File: src/hdl/wsd_pkg.sv
package wsd_pkg;

  // Decoded length is kept to this many bits; wider lengths lose their high bits.
  localparam int LENGTH_BITS = 64;
  localparam int SIZE_W      = 64;

  localparam logic KIND_HEADER = 1'b0;
  localparam logic KIND_DATA   = 1'b1;

  localparam logic [6:0] LEN7_EXT16 = 7'd126;
  localparam logic [6:0] LEN7_EXT64 = 7'd127;

  // Index of the last byte of each multi-byte header field.
  localparam logic [2:0] EXT16_LAST = 3'd1;
  localparam logic [2:0] EXT64_LAST = 3'd7;
  localparam logic [2:0] KEY_LAST   = 3'd3;

  typedef struct packed {
    logic              kind;
    logic              final_fragment;
    logic [3:0]        frame_opcode;
    logic              is_masked;
    logic [SIZE_W-1:0] payload_size;
    logic [7:0]        data_out;
    logic              last;
  } wsd_result_t;

endpackage

File: src/hdl/wsd_parser.sv
module wsd_parser
  import wsd_pkg::*;
(
  input  logic        clk,
  input  logic        rst,
  input  logic        step,
  input  logic [7:0]  stream_byte,
  output logic        res_valid,
  output wsd_result_t res
);

  localparam int LEN_W = LENGTH_BITS;

  typedef enum logic [2:0] {
    PH_FIRST  = 3'd0,
    PH_SECOND = 3'd1,
    PH_EXT16  = 3'd2,
    PH_EXT64  = 3'd3,
    PH_KEY    = 3'd4,
    PH_DATA   = 3'd5
  } phase_t;

  phase_t           phase, phase_next;
  logic             fin_flag, fin_next;
  logic [3:0]       opcode_hold, opcode_next;
  logic             mask_flag, mask_next;
  logic [LEN_W-1:0] length_accum, accum_next;
  logic [LEN_W-1:0] bytes_remaining, remain_next;
  logic [2:0]       hdr_count, count_next;
  logic [31:0]      mask_key, key_next;
  logic [1:0]       key_index, index_next;
  logic             len_done;
  logic             emit_hdr;
  logic [7:0]       key_byte;
  logic             last_byte;

  always_comb begin
    phase_next  = phase;
    fin_next    = fin_flag;
    opcode_next = opcode_hold;
    mask_next   = mask_flag;
    accum_next  = length_accum;
    remain_next = bytes_remaining;
    count_next  = hdr_count;
    key_next    = mask_key;
    index_next  = key_index;
    len_done    = 1'b0;
    emit_hdr    = 1'b0;
    res_valid   = 1'b0;
    res         = '0;

    case (key_index)
      2'd0:    key_byte = mask_key[31:24];
      2'd1:    key_byte = mask_key[23:16];
      2'd2:    key_byte = mask_key[15:8];
      default: key_byte = mask_key[7:0];
    endcase
    if (!mask_flag) key_byte = 8'h00;
    last_byte = (bytes_remaining[LEN_W-1:1] == '0);

    if (step) begin
      unique case (phase)
        PH_SECOND: begin
          mask_next  = stream_byte[7];
          count_next = 3'd0;
          accum_next = '0;
          if (stream_byte[6:0] == LEN7_EXT16) begin
            phase_next = PH_EXT16;
          end else if (stream_byte[6:0] == LEN7_EXT64) begin
            phase_next = PH_EXT64;
          end else begin
            accum_next = LEN_W'(stream_byte[6:0]);
            len_done   = 1'b1;
          end
        end
        PH_EXT16, PH_EXT64: begin
          accum_next = {length_accum[LEN_W-9:0], stream_byte};
          if (hdr_count >= ((phase == PH_EXT16) ? EXT16_LAST : EXT64_LAST)) begin
            len_done = 1'b1;
          end else begin
            count_next = hdr_count + 3'd1;
          end
        end
        PH_KEY: begin
          key_next = {mask_key[23:0], stream_byte};
          if (hdr_count >= KEY_LAST) begin
            emit_hdr = 1'b1;
          end else begin
            count_next = hdr_count + 3'd1;
          end
        end
        PH_DATA: begin
          res_valid          = 1'b1;
          res.kind           = KIND_DATA;
          res.final_fragment = fin_flag;
          res.frame_opcode   = opcode_hold;
          res.is_masked      = mask_flag;
          res.data_out       = stream_byte ^ key_byte;
          res.last           = last_byte;
          index_next         = key_index + 2'd1;
          if (last_byte) begin
            remain_next = '0;
            phase_next  = PH_FIRST;
          end else begin
            remain_next = bytes_remaining - LEN_W'(1);
          end
        end
        default: begin
          fin_next    = stream_byte[7];
          opcode_next = stream_byte[3:0];
          phase_next  = PH_SECOND;
        end
      endcase

      // length known: masked frames still need the 4 key bytes
      if (len_done) begin
        if (mask_next) begin
          phase_next = PH_KEY;
          count_next = 3'd0;
          key_next   = '0;
        end else begin
          emit_hdr = 1'b1;
        end
      end

      if (emit_hdr) begin
        res_valid          = 1'b1;
        res.kind           = KIND_HEADER;
        res.final_fragment = fin_next;
        res.frame_opcode   = opcode_next;
        res.is_masked      = mask_next;
        res.payload_size   = SIZE_W'(accum_next);
        res.last           = (accum_next == '0);
        count_next         = 3'd0;
        index_next         = 2'd0;
        remain_next        = accum_next;
        phase_next         = (accum_next == '0) ? PH_FIRST : PH_DATA;
      end
    end
  end

  always_ff @(posedge clk) begin
    if (rst) begin
      phase           <= PH_FIRST;
      fin_flag        <= 1'b0;
      opcode_hold     <= '0;
      mask_flag       <= 1'b0;
      length_accum    <= '0;
      bytes_remaining <= '0;
      hdr_count       <= '0;
      mask_key        <= '0;
      key_index       <= '0;
    end else begin
      phase           <= phase_next;
      fin_flag        <= fin_next;
      opcode_hold     <= opcode_next;
      mask_flag       <= mask_next;
      length_accum    <= accum_next;
      bytes_remaining <= remain_next;
      hdr_count       <= count_next;
      mask_key        <= key_next;
      key_index       <= index_next;
    end
  end

endmodule

File: config.mk
export PLATFORM = sky130hd
export DESIGN_NAME = wsd_parser
export DESIGN_NICKNAME = d
export VERILOG_FILES = /design/src/hdl/wsd_pkg.sv /design/src/hdl/wsd_parser.sv
export SDC_FILE = /design/constraint.sdc
export NUM_CORES = 1
export LEC_CHECK = 0
export BUFFER_PORTS_ARGS = -buffer_cell sky130_fd_sc_hd__buf_2
export CAP_MARGIN = 40
export CORE_AREA = 2 2 136 164
export DETAILED_ROUTE_END_ITERATION = 6
export DIE_AREA = 0 0 138 166
export HOLD_SLACK_MARGIN = 0.08
export PLACE_DENSITY = 0.69
export SETUP_SLACK_MARGIN = 0.1
export SLEW_MARGIN = 20
export SYNTH_ARGS = -nofsm -noshare
export SYNTH_HDL_FRONTEND = slang
export SYNTH_SLANG_ARGS = --single-unit
File: constraint.sdc
create_clock -name clk -period 6.7 [get_ports clk]
set_clock_uncertainty 0.05 [all_clocks]
set_input_delay 1.34 -clock clk [delete_from_list [all_inputs] [get_ports clk]]
set_output_delay 1.34 -clock clk [all_outputs]
set_load 0.05 [all_outputs]
==> results_dict.tcl <==
set metrics [dict create \
    drt_iter0_drc 1502 \
    grt_max_degree 62 \
    fin_util_pct 51.2 \
    arrival_ps 4480 \
    synth.distinct_cells 87 \
    numCtsBuffers 17 \
    max_cap_viol_count 0 \
    setup_viol 0 \
    cts_resized 0 \
    grt_pass1_vias 9385 \
    num_vias 10400 \
    cp-end-kind "primary output" \
    drcViolationCount 12 \
    cts_tree "yes" \
    cts-hold-fix-buffers 0 \
    die_y_um 166 \
    root_buffer "clkbuf_16" \
    grt.overflow.total 0 \
    final_nets 1321 \
    die_area_um2 22900 \
    leakagePower_nw 4.12 \
    tns_ps 0 \
    ys.warnings.count 0 \
    io_buffers 91 \
    grt_pass1_wl_mm 53.2 \
    clk_pin_slew_ps 70 \
    p_per_area_nw_per_um2 276 \
    wl_per_cell_um 21.2 \
    hold_violations 0 \
    cts.path.max_buffers 2 \
    reg2reg_from "phase[2]$_SDFFE_PP0P_" \
    r2r_cells 11 \
    run_status "finished with violations" \
    ys_top_cells_by_area "dfxtp_1 36%, a22oi_1 8.4%, nor2_1 8.1%" \
    grtUsageTotal_pct 28.6 \
    syn-cell-area_um2 9640 \
    startpoint "phase[2]$_SDFFE_PP0P_" \
    min_period_ps 5870 \
    gp_congestion 0.915 \
    p_total_mw 3.02 \
    dr.pass1.iters 7 \
    crit_fanout 33 \
    synth-async-reset-ratio_pct 0 \
    cp.required_ps 5310 \
    htree_levels 4 \
    cp-start-kind "register" \
    fillerInstances 2075 \
    antenna_cells 0 \
    ant_nets 0 \
    synth-seq-cells 174 \
    clk_latency_ps 440 \
    cts.sinks 174 \
    drive_gt1_share_pct 14.1 \
    fin_crit_sh_pct 87.6 \
    synthCells 1269 \
    synth.avg_cell_area_um2 7.59 \
    start_util_pct 45.0 \
    rsz0062_at_grt "no" \
    worstSetupPathType "register to primary output" \
    yosysMostFrequentCell "nor2_1" \
    worstMarginPinSlew_ps 768 \
    cts_setup_buffers 0 \
    wl_mm 33.6 \
    yosys.area.top_type "dfxtp_1" \
    synth_common_cells "209 x nor2_1, 174 x dfxtp_1, 142 x nand2_1" \
    violations "DRC" \
    synth_top_area_share_pct 36.1 \
    synth-seq-area-share_pct 36.1 \
    vdd_drop_max_uv 187 \
    maxSlewViolCount 0 \
    worstReg2RegEnd "bytes_remaining[17]$_SDFFE_PP0P_" \
    coreArea_um2 21400 \
    synth-edff-count 0 \
    area_growth_pct 13.7 \
    fp.dieW_um 138 \
    pin_count 92 \
    synth_nets 1289 \
    rrSetupSlack_ps 2410 \
    hold_path_class "register to register" \
    crit_path_end "res[0]" \
    row_count 59 \
    dp.final_hpwl_mm 23.6 \
    max_freq_mhz 170 \
    antenna_found_initial 0 \
    slew_headroom_pct 48.3 \
    ys.flop_type "dfxtp_1" \
    viasPerCell 6.55 \
]
-- sequential cells by signal, summed over array words and instances, names as in the netlist --
name             count
opcode_hold          4
length_accum        64
key_index            2
bytes_remaining     64
mask_flag            1
hdr_count            3
mask_key            32
phase                3
fin_flag             1
-- worst min-delay path by stage --
| stage | from | end | depth (start not counted) |
|---|---|---|---|
| floorplan | mask_key[24]$_SDFFE_PP0P_ | mask_key[24]$_SDFFE_PP0P_ | 2 |
| global route | mask_key[30]$_SDFFE_PP0P_ | mask_key[30]$_SDFFE_PP0P_ | 2 |
| finish | mask_key[28]$_SDFFE_PP0P_ | mask_key[28]$_SDFFE_PP0P_ | 2 |
| global placement | mask_key[26]$_SDFFE_PP0P_ | mask_key[26]$_SDFFE_PP0P_ | 2 |
| CTS | mask_key[24]$_SDFFE_PP0P_ | mask_key[24]$_SDFFE_PP0P_ | 2 |
| detailed placement | mask_key[24]$_SDFFE_PP0P_ | mask_key[24]$_SDFFE_PP0P_ | 2 |
-- stage by stage --
step	hold WS [ps]	std cells	instance area [µm²]	setup WS, ps
finish	412	1587	11000	833
CTS	412	1585	10900	918
detailed placement	403	1554	10300	1270
global placement	392	1547	10200	1290
floorplan	386	1269	9640	1760
global route	431	1587	11000	571
-- report_power, final --
group	leakage (nW)	internal [mW]	switching (mW)
clock network	0.295	0.536	0.488
registers	1.41	1.06	0.0346
logic	2.42	0.290	0.613
-- layer usage --
metal	part of all wire (%)	track usage [%]	up-vias
met3	11	6.26	98
met4	3.1	9.67	0
met1	41	39.5	4893
met5	0	0	-
met2	45	44.3	638
li1	-	-	4766
-- cell type report --
type	count	area (µm²)	area share [%]
multi-input cells	957	5670	51.8
flip-flops and latches	174	3480	31.8
repair buffers	118	743	6.78
clock buffers	17	425	3.88
well taps	274	343	3.13
clock inverters	14	169	1.54
inverters	33	124	1.13
-- kinds of logic after synthesis --
group,after synthesis,synth area share (%)
AND/OR/NAND/NOR,523,25.7
AO/OA/AOI/OAI,406,29.4
flip-flops,174,36.1
buffers and inverters,138,5.70
XOR/XNOR,13,1.18
adder cells (fa/ha/maj),9,1.17
multiplexers,6,0.636
-- worst max-delay path, stage by stage, from the launching register on --
cell	delay, ps
dfxtp_1	780
nand2b_1	480
nor2_1	140
ha_1	340
a211oi_1	90
nor4_1	670
nor3_2	60
buf_4	270
or4_1	570
a21oi_1	290
buf_2	330
-- layout by cell type, fill, tap and decap left out, types with 5 or more instances in the layout --
cell	instances
a211oi_1	18
a21o_1	5
a21oi_1	90
a222oi_1	8
a22o_1	8
a22oi_1	108
a31oi_1	33
a32oi_1	8
and2_1	10
and3_1	5
buf_2	92
buf_4	19
clkbuf_16	17
dfxtp_1	174
ha_1	9
inv_1	31
inv_8	7
mux2i_1	5
nand2_1	141
nand3_1	18
nand3b_1	6
nand4_1	12
nor2_1	208
nor3_1	35
nor4_1	22
o21a_1	5
o21ai_0	43
o221ai_1	8
o32ai_1	11
or3_1	13
or4_1	11
xnor2_1	5
xor2_1	8
No activity file was read; power rests on OpenSTA's default activity.
